$ cat config.mk
export PLATFORM = sky130hd
export DESIGN_NAME = dcmd_mul
export DESIGN_NICKNAME = d
export VERILOG_FILES = /design/src/sv/dcmd_pkg.sv /design/src/sv/dcmd_mul.sv
export SDC_FILE = /design/constraint.sdc
export NUM_CORES = 2
export LEC_CHECK = 0
export ABC_AREA = 1
export BUFFER_PORTS_ARGS = -buffer_cell sky130_fd_sc_hd__buf_2
export CORE_MARGIN = 2
export CORE_UTILIZATION = 56
export CTS_CLUSTER_SIZE = 25
export DETAILED_ROUTE_END_ITERATION = 10
export PLACE_DENSITY_LB_ADDON = 0.12
export SETUP_SLACK_MARGIN = 0.02
export SLEW_MARGIN = 20
export SYNTH_ARGS = -nofsm -noshare
export SYNTH_HDL_FRONTEND = slang
export SYNTH_SLANG_ARGS = --single-unit
$ cat constraint.sdc
create_clock -name clk -period 8.8 [get_ports clk]
set_input_delay 1.76 -clock clk [delete_from_list [all_inputs] [get_ports clk]]
set_output_delay 1.76 -clock clk [all_outputs]
set_load 0.02 [all_outputs]
$ cat src/sv/dcmd_pkg.sv
package dcmd_pkg;

    // Width of the payload fields on the ports.
    localparam int FIELD_BITS = 32;

    // Width of the arithmetic datapath; operands are taken modulo 2^WORD_BITS.
    localparam int WORD_BITS = 32;

    // Restoring divide steps done in each pipeline stage.
    localparam int STEPS_PER_STAGE = 4;
    localparam int DIV_STAGES = (WORD_BITS + STEPS_PER_STAGE - 1) / STEPS_PER_STAGE;

    // Split of each multiplier operand into a low and a high half.
    localparam int LO_BITS = WORD_BITS / 2;
    localparam int HI_BITS = WORD_BITS - LO_BITS;

    typedef logic [FIELD_BITS-1:0]  field_t;
    typedef logic [WORD_BITS-1:0]   word_t;
    typedef logic [2*WORD_BITS-1:0] dword_t;

    typedef enum logic
    {
        OP_MUL = 1'b0,
        OP_DIV = 1'b1
    } op_t;

    // One request as it arrives on the input channel.
    typedef struct packed
    {
        op_t    operation;
        field_t first_operand;
        field_t second_operand;
        field_t third_operand;
    } req_t;

    // One response as it leaves on the output channel.
    typedef struct packed
    {
        field_t upper_word;
        field_t lower_word;
        logic   divide_by_zero;
        logic   quotient_overflow;
    } rsp_t;

    // Payload that travels down the pipeline. For a divide, hi is the partial
    // remainder and lo collects the quotient; for a multiply they end up
    // holding the product halves.
    typedef struct packed
    {
        op_t   op;
        logic  dz;
        logic  ov;
        word_t d;
        word_t hi;
        word_t lo;
    } rec_t;

    // Per-stage controls, fixed by the stage's place in the pipeline.
    typedef struct packed
    {
        logic                       prod_load;
        logic [STEPS_PER_STAGE-1:0] step_en;
    } stage_ctl_t;

    typedef struct packed
    {
        word_t hi;
        word_t lo;
    } dstep_t;

    // One restoring shift-subtract step. The bit shifted out of the top of
    // the partial remainder forces a subtract.
    function automatic dstep_t div_step(word_t d, word_t hi, word_t lo);
        logic             cy;
        word_t            h;
        word_t            l;
        logic [WORD_BITS:0] diff;
        dstep_t           res;
        cy   = hi[WORD_BITS-1];
        h    = {hi[WORD_BITS-2:0], lo[WORD_BITS-1]};
        l    = {lo[WORD_BITS-2:0], 1'b0};
        diff = {1'b0, h} - {1'b0, d};
        if (cy || !diff[WORD_BITS])
        begin
            h    = diff[WORD_BITS-1:0];
            l[0] = 1'b1;
        end
        res.hi = h;
        res.lo = l;
        return res;
    endfunction

    // Controls of divide stage k: which of its steps are real, and whether
    // it takes in the product of the multiplier.
    function automatic stage_ctl_t stage_ctl(int k);
        stage_ctl_t c;
        c.prod_load = (k == 1);
        for (int j = 0; j < STEPS_PER_STAGE; j++)
        begin
            c.step_en[j] = ((k * STEPS_PER_STAGE + j) < WORD_BITS);
        end
        return c;
    endfunction

endpackage

$ cat src/sv/dcmd_mul.sv
module dcmd_mul import dcmd_pkg::*;
(
    input  logic   clk,
    input  logic   en,
    input  word_t  a,
    input  word_t  b,
    output dword_t product
);

    logic [2*LO_BITS-1:0]     pp_ll_reg;
    logic [LO_BITS+HI_BITS-1:0] pp_lh_reg;
    logic [LO_BITS+HI_BITS-1:0] pp_hl_reg;
    logic [2*HI_BITS-1:0]     pp_hh_reg;

    // Four half-width partial products, registered.
    always_ff @(posedge clk)
    begin
        if (en)
        begin
            pp_ll_reg <= {{LO_BITS{1'b0}}, a[LO_BITS-1:0]}
                       * {{LO_BITS{1'b0}}, b[LO_BITS-1:0]};
            pp_lh_reg <= {{HI_BITS{1'b0}}, a[LO_BITS-1:0]}
                       * {{LO_BITS{1'b0}}, b[WORD_BITS-1:LO_BITS]};
            pp_hl_reg <= {{LO_BITS{1'b0}}, a[WORD_BITS-1:LO_BITS]}
                       * {{HI_BITS{1'b0}}, b[LO_BITS-1:0]};
            pp_hh_reg <= {{HI_BITS{1'b0}}, a[WORD_BITS-1:LO_BITS]}
                       * {{HI_BITS{1'b0}}, b[WORD_BITS-1:LO_BITS]};
        end
    end

    // Sum of the partial products; the cross terms sit one half-word up.
    assign product = {pp_hh_reg, pp_ll_reg}
                   + (dword_t'(pp_lh_reg) << LO_BITS)
                   + (dword_t'(pp_hl_reg) << LO_BITS);

endmodule

==> summary.txt <==
worst min-delay path category -> in -> reg
clock buffer count from CTS -> 17
syn_nets -> 7,262
largest net degree at the start of global routing -> 70
clk slew on worst S/H paths -> 0.08 ns
dominant cell type by area after synthesis -> fa_1
Hold Vio Cnt, Final -> 0
Sink Count -> 128
number of cell rows -> 102
worst setup path class -> in -> reg
starting density of the core -> 56.8%
multi-input logic area -> 33,000 µm²
TritonCTS clock tree -> done
Max Root-Sink Buffers -> 2
CTS Hold Buffers Added -> 0
register area -> 3840 µm²
fin. max-slew vios -> 0
final setup fails -> 0
setup_tns -> 0 ns
fmax -> 137 MHz
maxcap violations -> 0
average vias per placed instance -> 5.26
# Post-CTS Setup Buffers -> 0
most frequent cells in the layout -> 1,803 x nand2_1, 1,720 x inv_1, 809 x fa_1
GRT Total Usage -> 33.1%
initial antenna violation count -> 3
Cells after Synth -> 5,939
total number of vias -> 36.6k
Die X-Extent -> 285 µm
IO Pins -> 130
First DRT Iteration DRCs -> 3,154
core area -> 77,700 µm²
final HPWL from detailed placement -> 104 mm
# DRC -> 0
GR Overflow Total -> 0
RSZ-0062 raised after global routing -> no
H-tree depth -> 4
Wirelength per Cell -> 18.6 µm
final WL -> 129 mm
first-pass GRT wire length -> 208 mm
Critical Path Fanout Max -> 32
Mapped Area -> 44,200 µm²
clock tree root buffer cell -> clkbuf_16
die area -> 81,200 µm²
vias in the first global route -> 37.4k
type of origin of the critical path -> input pin
DR pass1 iterations -> 6
synth top area cells -> fa_1 37%, nand2_1 15%, inv_1 15%
syn_area_per_cell -> 7.44 µm²
Tcrit/Tclk final -> 83.2%
crit path DAT -> 7.50 ns
nature of the critical path endpoint -> flip-flop
post-synth top area share -> 36.7%
status -> complete, no violations
Netlist cell types -> 33
share of cells above drive strength 1 -> 3.75%
global placer's final weighted congestion -> 1.01
synthesized flop and latch total -> 128
Syn-to-layout area delta -> 4.41%
antenna-violating nets left -> 0
Syn. warnings -> 0
Filler Cells Inserted -> 7,437
most common cell after layout, fill and taps aside -> nand2_1
cells resized by post-CTS repair -> 0
Die H -> 285 µm
I/O Buffers -> 129
Seq/Total Area, Yosys -> 8.70%
final worst path period need -> 7.32 ns
final net count -> 7,234
worst-margin pin slew -> 0.983 ns
CP required -> 8.98 ns
Worst slew margin -> 34.5%
[critical path, stage by stage]
cell and delay (ns):
buf_2 0.70, nand2_1 0.18, fa_1 0.57, inv_1 0.05, fa_1 0.51, inv_1 0.06, fa_1 0.53, inv_1 0.06
fa_1 0.40, fa_1 0.51, inv_1 0.05, fa_1 0.47, inv_1 0.04, ha_1 0.41, nand2_1 0.13, nor2_1 0.13
inv_1 0.10, nor3_1 0.27, a21oi_1 0.13, xnor2_1 0.41
[logic make-up after synthesis]
group | synth area share, %
buffers and inverters | 16.5
AO/OA/AOI/OAI | 3.22
AND/OR/NAND/NOR | 20.4
adder cells (fa/ha/maj) | 49.3
flip-flops | 8.70
XOR/XNOR | 1.86
[stage by stage]
step                cells  cell area (µm²)  hold WS [ns]  setup slack, ns  utilization (%)
finish               6969            46100          1.91             1.48             59.3
CTS                  6964            46100          1.94             1.57             59.3
detailed placement   6932            45500          2.21             1.12             58.6
global route         6967            46100          1.95             1.26             59.3
floorplan            5939            44200          1.87             2.19                -
global placement     6932            45500          2.20             1.02             58.6
[worst paths after layout]
check	startpoint	end	slack [ns]	depth (start not counted)
setup / recovery	b[7]	pp_hl_reg[18]	1.48	20
hold / removal	en	pp_ll_reg[1]	1.91	1
[metal layers]
metal / global-route usage (%) / share of wire [%] / vias up
li1: - / - / 17100
met5: 0 / 0 / -
met4: 7.22 / 2.2 / 0
met1: 49.4 / 46 / 17900
met2: 50.4 / 43 / 1513
met3: 6.10 / 9.4 / 123
[Yosys cell counts (all sizes together)]
| library cell | instances |
|---|---|
| and2 | 2 |
| inv | 1720 |
| o21a | 11 |
| a31oi | 5 |
| nand3b | 4 |
| nor2 | 208 |
| o21ai | 76 |
| clkbuf | 192 |
| buf | 16 |
| a21o | 9 |
| xor2 | 75 |
| fa | 809 |
| nor3 | 40 |
| a21oi | 149 |
| nand2 | 1810 |
| or2 | 2 |
| ha | 448 |
| a31o | 1 |
| nand3 | 151 |
| xnor2 | 19 |
| o211ai | 6 |
| nor4 | 5 |
| o21bai | 7 |
| a21boi | 1 |
| edfxtp | 128 |
| nand4 | 45 |
[cell type report]
cell class | instances | share of cell area (%)
timing repair buffer | 161 | 1.93
inverter | 1720 | 14.0
clock inverter | 15 | 0.353
multi-input combinational | 3883 | 71.6
sequential | 128 | 8.33
antenna | 5 | 0.0271
tap | 1040 | 2.82
clock buffer | 17 | 0.922
Power is not shown: default switching activity piles up to over one toggle a cycle in this logic, so the estimate is an artifact.
