--- src/sv/dcmd_pkg.sv ---
package dcmd_pkg;

    // Width of the payload fields on the ports.
    localparam int FIELD_BITS = 32;

    // Width of the arithmetic datapath; operands are taken modulo 2^WORD_BITS.
    localparam int WORD_BITS = 32;

    // Restoring divide steps done in each pipeline stage.
    localparam int STEPS_PER_STAGE = 4;
    localparam int DIV_STAGES = (WORD_BITS + STEPS_PER_STAGE - 1) / STEPS_PER_STAGE;

    // Split of each multiplier operand into a low and a high half.
    localparam int LO_BITS = WORD_BITS / 2;
    localparam int HI_BITS = WORD_BITS - LO_BITS;

    typedef logic [FIELD_BITS-1:0]  field_t;
    typedef logic [WORD_BITS-1:0]   word_t;
    typedef logic [2*WORD_BITS-1:0] dword_t;

    typedef enum logic
    {
        OP_MUL = 1'b0,
        OP_DIV = 1'b1
    } op_t;

    // One request as it arrives on the input channel.
    typedef struct packed
    {
        op_t    operation;
        field_t first_operand;
        field_t second_operand;
        field_t third_operand;
    } req_t;

    // One response as it leaves on the output channel.
    typedef struct packed
    {
        field_t upper_word;
        field_t lower_word;
        logic   divide_by_zero;
        logic   quotient_overflow;
    } rsp_t;

    // Payload that travels down the pipeline. For a divide, hi is the partial
    // remainder and lo collects the quotient; for a multiply they end up
    // holding the product halves.
    typedef struct packed
    {
        op_t   op;
        logic  dz;
        logic  ov;
        word_t d;
        word_t hi;
        word_t lo;
    } rec_t;

    // Per-stage controls, fixed by the stage's place in the pipeline.
    typedef struct packed
    {
        logic                       prod_load;
        logic [STEPS_PER_STAGE-1:0] step_en;
    } stage_ctl_t;

    typedef struct packed
    {
        word_t hi;
        word_t lo;
    } dstep_t;

    // One restoring shift-subtract step. The bit shifted out of the top of
    // the partial remainder forces a subtract.
    function automatic dstep_t div_step(word_t d, word_t hi, word_t lo);
        logic             cy;
        word_t            h;
        word_t            l;
        logic [WORD_BITS:0] diff;
        dstep_t           res;
        cy   = hi[WORD_BITS-1];
        h    = {hi[WORD_BITS-2:0], lo[WORD_BITS-1]};
        l    = {lo[WORD_BITS-2:0], 1'b0};
        diff = {1'b0, h} - {1'b0, d};
        if (cy || !diff[WORD_BITS])
        begin
            h    = diff[WORD_BITS-1:0];
            l[0] = 1'b1;
        end
        res.hi = h;
        res.lo = l;
        return res;
    endfunction

    // Controls of divide stage k: which of its steps are real, and whether
    // it takes in the product of the multiplier.
    function automatic stage_ctl_t stage_ctl(int k);
        stage_ctl_t c;
        c.prod_load = (k == 1);
        for (int j = 0; j < STEPS_PER_STAGE; j++)
        begin
            c.step_en[j] = ((k * STEPS_PER_STAGE + j) < WORD_BITS);
        end
        return c;
    endfunction

endpackage

--- src/sv/dcmd_div_stage.sv ---
module dcmd_div_stage import dcmd_pkg::*;
(
    input  logic       clk,
    input  logic       rst_n,
    input  logic       en,
    input  stage_ctl_t ctl,
    input  logic       vld_in,
    input  rec_t       rec_in,
    input  dword_t     product,
    output logic       vld_out,
    output rec_t       rec_out
);

    logic   vld_reg;
    rec_t   rec_reg;
    rec_t   rec_next;
    dstep_t st;

    // Divide steps for this stage, or the product load for a multiply.
    always_comb
    begin
        rec_next = rec_in;
        st.hi    = rec_in.hi;
        st.lo    = rec_in.lo;
        if (rec_in.op == OP_DIV && !rec_in.dz)
        begin
            for (int j = 0; j < STEPS_PER_STAGE; j++)
            begin
                if (ctl.step_en[j])
                begin
                    st = div_step(rec_in.d, st.hi, st.lo);
                end
            end
            rec_next.hi = st.hi;
            rec_next.lo = st.lo;
        end
        else if (rec_in.op == OP_MUL && ctl.prod_load)
        begin
            rec_next.hi = product[2*WORD_BITS-1:WORD_BITS];
            rec_next.lo = product[WORD_BITS-1:0];
        end
    end

    // Valid bit travels with the data.
    always_ff @(posedge clk or negedge rst_n)
    begin
        if (!rst_n)
        begin
            vld_reg <= 1'b0;
        end
        else if (en)
        begin
            vld_reg <= vld_in;
        end
    end

    always_ff @(posedge clk)
    begin
        if (en)
        begin
            rec_reg <= rec_next;
        end
    end

    assign vld_out = vld_reg;
    assign rec_out = rec_reg;

endmodule

--- config.mk ---
export PLATFORM = sky130hd
export DESIGN_NAME = dcmd_div_stage
export DESIGN_NICKNAME = d
export VERILOG_FILES = /design/src/sv/dcmd_pkg.sv /design/src/sv/dcmd_div_stage.sv
export SDC_FILE = /design/constraint.sdc
export NUM_CORES = 1
export LEC_CHECK = 0
export ABC_AREA = 1
export BUFFER_PORTS_ARGS = -buffer_cell sky130_fd_sc_hd__buf_2
export CAP_MARGIN = 20
export CELL_PAD_IN_SITES_DETAIL_PLACEMENT = 0
export CELL_PAD_IN_SITES_GLOBAL_PLACEMENT = 1
export CORE_ASPECT_RATIO = 0.9
export CORE_MARGIN = 3
export CORE_UTILIZATION = 41
export DETAILED_ROUTE_END_ITERATION = 10
export PLACE_DENSITY_LB_ADDON = 0.1
export SLEW_MARGIN = 25
export SYNTH_ARGS = -nofsm -noshare
export SYNTH_HDL_FRONTEND = slang
export SYNTH_SLANG_ARGS = --single-unit
--- constraint.sdc ---
create_clock -name clk -period 0.9 [get_ports clk]
set_input_delay 0.225 -clock clk [delete_from_list [all_inputs] [get_ports clk]]
set_output_delay 0.225 -clock clk [all_outputs]
set_load 0.02 [all_outputs]
==> flow_summary.html <==
<table>
<tr><th>Metric</th><th>Value</th></tr>
<tr><th colspan="2">Yosys</th></tr>
<tr><td>Post-synthesis cell type with the largest combined area</td><td>sky130_fd_sc_hd__edfxtp_1</td></tr>
<tr><td>Biggest area contributors in the synthesized netlist</td><td>sky130_fd_sc_hd__edfxtp_1 (19%), sky130_fd_sc_hd__nand2_1 (18%), sky130_fd_sc_hd__ha_1 (10%), sky130_fd_sc_hd__inv_1 (7.9%), sky130_fd_sc_hd__a21oi_1 (5.9%)</td></tr>
<tr><td>Post-synthesis net count</td><td>2842</td></tr>
<tr><td>Netlist cell types</td><td>61</td></tr>
<tr><td>Area fraction of the dominant cell type after synthesis</td><td>18.8%</td></tr>
<tr><td>Proportion of synthesized chip area in sequential cells</td><td>18.9%</td></tr>
<tr><td>Number of cells produced by synthesis</td><td>2538</td></tr>
<tr><td>Async set or reset register ratio after synthesis</td><td>1.00%</td></tr>
<tr><td>FF+latch count, synth</td><td>100</td></tr>
<tr><td>Cell area after synthesis</td><td>15800 um2</td></tr>
<tr><td>Number of warnings reported in the yosys synthesis log</td><td>0</td></tr>
<tr><td>Synthesized area per cell</td><td>6.24 um2</td></tr>
<tr><td>EDFF count, synth</td><td>99</td></tr>
<tr><td>Dominant register cell in the synthesized netlist</td><td>sky130_fd_sc_hd__edfxtp_1</td></tr>
<tr><th colspan="2">Min path</th></tr>
<tr><td>Hold WC Path Type</td><td>in2reg</td></tr>
<tr><td>Cells on Worst Hold Path</td><td>1</td></tr>
<tr><td>Worst Hold Launch</td><td>rec_in[89]</td></tr>
<tr><td>Hold endpoint</td><td>rec_out[89]$_DFFE_PP_</td></tr>
<tr><th colspan="2">Detailed routing</th></tr>
<tr><td>Residual DRC</td><td>0</td></tr>
<tr><td>Detailed Route Iter0 Violations</td><td>2261</td></tr>
<tr><td>Wire length per cell after detailed routing</td><td>18.9 um</td></tr>
<tr><td>Routed wire length</td><td>79.4 mm</td></tr>
<tr><td>Via count of the routed design</td><td>22800</td></tr>
<tr><td>First-pass DRT Iterations</td><td>8</td></tr>
<tr><td>Residual antenna-violating net count after detailed routing</td><td>0</td></tr>
<tr><td>Ratio of routed vias to standard cells</td><td>5.43</td></tr>
<tr><th colspan="2">Setup path</th></tr>
<tr><td>Largest stage delay on the critical path</td><td>0.34 ns</td></tr>
<tr><td>Register-to-Register Path Depth</td><td>1</td></tr>
<tr><td>Worst flop-to-flop path endpoint</td><td>vld_out$_DFFE_PN0P_</td></tr>
<tr><td>Endpoint arrival time on the critical path</td><td>8.64 ns</td></tr>
<tr><td>Data required time at the worst endpoint</td><td>1.06 ns</td></tr>
<tr><td>Beginning of the worst register-to-register path</td><td>vld_out$_DFFE_PN0P_</td></tr>
<tr><td>Critical path endpoint category</td><td>flop</td></tr>
<tr><td>Cell repeated most along the worst path</td><td>sky130_fd_sc_hd__buf_4</td></tr>
<tr><td>Critical path's slowest cell</td><td>sky130_fd_sc_hd__fa_2</td></tr>
<tr><td>Category of the worst setup path launch point</td><td>input port</td></tr>
<tr><td>R2R Setup Slk</td><td>0.14 ns</td></tr>
<tr><td>CP Class</td><td>in2reg</td></tr>
<tr><td>Highest fanout seen on the critical path</td><td>7</td></tr>
<tr><th colspan="2">Floorplan</th></tr>
<tr><td>Starting density of the core</td><td>42.1%</td></tr>
<tr><td>Std-Cell Rows</td><td>67</td></tr>
<tr><td>Die ar.</td><td>41000 um2</td></tr>
<tr><td>Vertical die dimension</td><td>192 um</td></tr>
<tr><td>Die X-Extent</td><td>213 um</td></tr>
<tr><td>Number of primary I/O pins</td><td>272</td></tr>
<tr><td>Core ar.</td><td>37600 um2</td></tr>
<tr><th colspan="2">Power</th></tr>
<tr><td>Clock network fraction of total power</td><td>9.0%</td></tr>
<tr><td>PwrDens</td><td>1810 nW/um2</td></tr>
<tr><td>Register share of total power</td><td>11.8%</td></tr>
<tr><td>Switching power total</td><td>22.9 mW</td></tr>
<tr><td>Internal cell power</td><td>27.2 mW</td></tr>
<tr><td>Proportion of power drawn by combinational gates</td><td>79.2%</td></tr>
<tr><td>Largest voltage drop on the vdd net</td><td>1480 uV</td></tr>
<tr><td>Switching fraction of total power</td><td>45.6%</td></tr>
<tr><td>LEAKAGE</td><td>14.1 nW</td></tr>
<tr><td>Total Power Consumption</td><td>50.1 mW</td></tr>
<tr><th colspan="2">Cells and area</th></tr>
<tr><td>Post-route standard cell area excluding fillers</td><td>27700 um2</td></tr>
<tr><td>Layout net count</td><td>4019</td></tr>
<tr><td>Commonest non-fill, non-tap cells in the layout</td><td>sky130_fd_sc_hd__buf_4 (903), sky130_fd_sc_hd__nand2_1 (668), sky130_fd_sc_hd__inv_1 (312)</td></tr>
<tr><td>Area added between synthesis and finish</td><td>75.0%</td></tr>
<tr><td>Most frequent standard cell in the layout excluding fill and tap cells</td><td>sky130_fd_sc_hd__buf_4</td></tr>
<tr><td>Layout cells sized above 1</td><td>43.8%</td></tr>
<tr><td>Post-route insts no fill</td><td>4204</td></tr>
<tr><th colspan="2">GRT</th></tr>
<tr><td>Via count of the first global-routing pass</td><td>21500</td></tr>
<tr><td>Initial antenna violation count</td><td>2</td></tr>
<tr><td>All-Layer GR Usage</td><td>36.2%</td></tr>
<tr><td>Largest net degree at the start of global routing</td><td>57</td></tr>
<tr><td>Global-route wire length before repair</td><td>116 mm</td></tr>
<tr><td>Overflow after GRT</td><td>0</td></tr>
<tr><th colspan="2">Clock network</th></tr>
<tr><td>TritonCTS buffer count</td><td>9</td></tr>
<tr><td>Number of clock sinks seen by CTS</td><td>100</td></tr>
<tr><td>TritonCTS clock tree</td><td>built</td></tr>
<tr><td>Clk slew on worst S/H paths</td><td>0.08 ns</td></tr>
<tr><td>Clock Root Buffer</td><td>sky130_fd_sc_hd__clkbuf_16</td></tr>
<tr><td>Number of H-tree branching levels</td><td>3</td></tr>
<tr><td>Deepest clock path buffer count</td><td>2</td></tr>
<tr><td>Clock latency on the worst-skew pair</td><td>0.41 ns</td></tr>
<tr><th colspan="2">Placement</th></tr>
<tr><td>Total of buffers placed on input and output ports</td><td>271</td></tr>
<tr><td>Placed instance count</td><td>4019</td></tr>
<tr><td>Setup Slack @ Placement</td><td>-8.14 ns</td></tr>
<tr><td>Placed standard-cell area</td><td>24300 um2</td></tr>
<tr><td>Final estimated routing congestion in global placement</td><td>1.04</td></tr>
<tr><td>Post-detailed-placement half-perimeter wirelength</td><td>61.5 mm</td></tr>
<tr><th colspan="2">Timing</th></tr>
<tr><td>Least setup slack across all paths after layout</td><td>-7.58 ns</td></tr>
<tr><td>Fraction of the cycle the final worst path needs</td><td>942%</td></tr>
<tr><td>Actual transition at the worst max-transition pin</td><td>0.496 ns</td></tr>
<tr><td>Number of hold-slack violations in the final timing report</td><td>0</td></tr>
<tr><td>Final setup viols</td><td>164</td></tr>
<tr><td>Relative max-transition margin</td><td>66.6%</td></tr>
<tr><td>Fin Clk Skew</td><td>0 ns</td></tr>
<tr><td>Count of final max-slew check failures</td><td>0</td></tr>
<tr><td>Total Neg Setup Slack</td><td>-304.77 ns</td></tr>
<tr><td>Setup repair after global routing missed its margin</td><td>true</td></tr>
<tr><td>Fmax</td><td>0.118 GHz</td></tr>
<tr><td>Final period demand of the worst path</td><td>8.48 ns</td></tr>
<tr><th colspan="2">Outcome</th></tr>
<tr><td>Violated checks</td><td>negative setup slack</td></tr>
<tr><td>Outcome</td><td>complete, but fails checks</td></tr>
<tr><th colspan="2">Run</th></tr>
<tr><td>Max Cap Violations</td><td>0</td></tr>
</table>
-- repair_timing --
action / in CTS / in global routing
resized for setup: 213 / 205
cloned: 5 / 7
setup buffers: 107 / 28
hold buffers: 22 / 0
pin swaps: 99 / 98
hold endpoints to repair: 22 / 0
endpoints found under the setup margin: 164 / 164
-- final cells by class --
type,count,area (um2)
sequential,100,3000
clock buffer,9,225
timing repair buffer,1257,9550
clock inverter,7,86.3
multi-input combinational,2005,12900
inverter,342,1330
tap,483,604
antenna,1,2.50
fill,3031,9910
-- worst max-delay path, delay by kind of cell --
| kind | cells | cell delay [ns] |
|---|---|---|
| adders and majority gates | 4 | 0.97 |
| AOI/OAI and AO/OA | 13 | 1.90 |
| buffers and inverters | 26 | 3.13 |
| and+or+nand+nor | 26 | 2.39 |
-- flip-flops by register name, indices dropped and copies added, names as in the netlist --
signal,count
vld_out,1
rec_out,99
-- cell families (layout without fill, tap and decap cells) --
family	Yosys count	in the layout	synth area share, %
XOR/XNOR	83	83	4.59
AND/OR/NAND/NOR	1176	1176	31.1
adder cells (fa/ha/maj)	132	132	10.6
other	0	1	0
flip-flops	100	100	18.9
AO/OA/AOI/OAI	561	561	20.7
buffers and inverters	433	1615	10.7
multiplexers	53	53	3.36
-- power groups by stage --
stage	Clock, mW	Sequential, mW	Combinational (mW)
after global placement	0	5.99	32.7
after floorplan	0	6.66	16.6
after CTS	4.59	5.89	36.7
after global routing	4.76	5.95	42.7
final	4.51	5.90	39.7
after detailed placement	0	5.99	33.2
-- cell usage after synthesis (4+ instances only) --
library cell	n
sky130_fd_sc_hd__buf_1	11
sky130_fd_sc_hd__o22ai_1	5
sky130_fd_sc_hd__a31oi_1	20
sky130_fd_sc_hd__or2_2	15
sky130_fd_sc_hd__edfxtp_1	99
sky130_fd_sc_hd__inv_2	4
sky130_fd_sc_hd__buf_2	10
sky130_fd_sc_hd__inv_1	334
sky130_fd_sc_hd__fa_1	4
sky130_fd_sc_hd__ha_1	128
sky130_fd_sc_hd__o21ai_1	23
sky130_fd_sc_hd__clkinv_1	4
sky130_fd_sc_hd__a21o_1	15
sky130_fd_sc_hd__nor2_4	4
sky130_fd_sc_hd__o21a_1	6
sky130_fd_sc_hd__nand3b_1	13
sky130_fd_sc_hd__a21boi_0	5
sky130_fd_sc_hd__o21bai_1	17
sky130_fd_sc_hd__xnor2_1	36
sky130_fd_sc_hd__mux2i_1	52
sky130_fd_sc_hd__buf_4	10
sky130_fd_sc_hd__a21oi_1	187
sky130_fd_sc_hd__o211ai_1	49
sky130_fd_sc_hd__nand2_1	743
sky130_fd_sc_hd__clkbuf_1	57
sky130_fd_sc_hd__nor3_1	19
sky130_fd_sc_hd__nand3_1	145
sky130_fd_sc_hd__nand4_1	23
sky130_fd_sc_hd__nor4_1	9
sky130_fd_sc_hd__o21ai_0	180
sky130_fd_sc_hd__o221ai_1	5
sky130_fd_sc_hd__o31ai_1	4
sky130_fd_sc_hd__nor2_1	180
sky130_fd_sc_hd__nand2_2	6
sky130_fd_sc_hd__o311ai_0	27
sky130_fd_sc_hd__xor2_1	47
-- layer usage --
| metal | part of all wire (%) | global-route usage (%) | vias to the layer above |
|---|---|---|---|
| met2 | 44 | 58.0 | 1116 |
| met3 | 7.9 | 6.13 | 268 |
| met4 | 5.7 | 17.4 | 4 |
| met1 | 42 | 47.5 | 10500 |
| met5 | 0.037 | 0 | - |
| li1 | - | - | 10900 |
-- through the flow --
step                hold slack (ns)  util [%]
finish                       0.0186      73.7
global route                 0.0142      73.7
CTS                         0.00246      70.7
detailed placement          0.00196      64.6
global placement          0.0000737      64.6
floorplan                   -0.0706         -
-- worst max-delay path by stage --
stage                           from                    end  slack [ns]  cells after the start
final                     rec_in[31]  rec_out[50]$_DFFE_PP_       -7.58                     69
after global routing      rec_in[31]  rec_out[55]$_DFFE_PP_       -8.00                     67
after CTS                 rec_in[31]  rec_out[59]$_DFFE_PP_       -7.00                     66
after detailed placement  rec_in[31]  rec_out[58]$_DFFE_PP_       -8.14                     60
after global placement    rec_in[31]  rec_out[58]$_DFFE_PP_       -7.91                     59
after floorplan           rec_in[67]  rec_out[60]$_DFFE_PP_       -6.77                     61
Power figures use the tool's default switching activity.
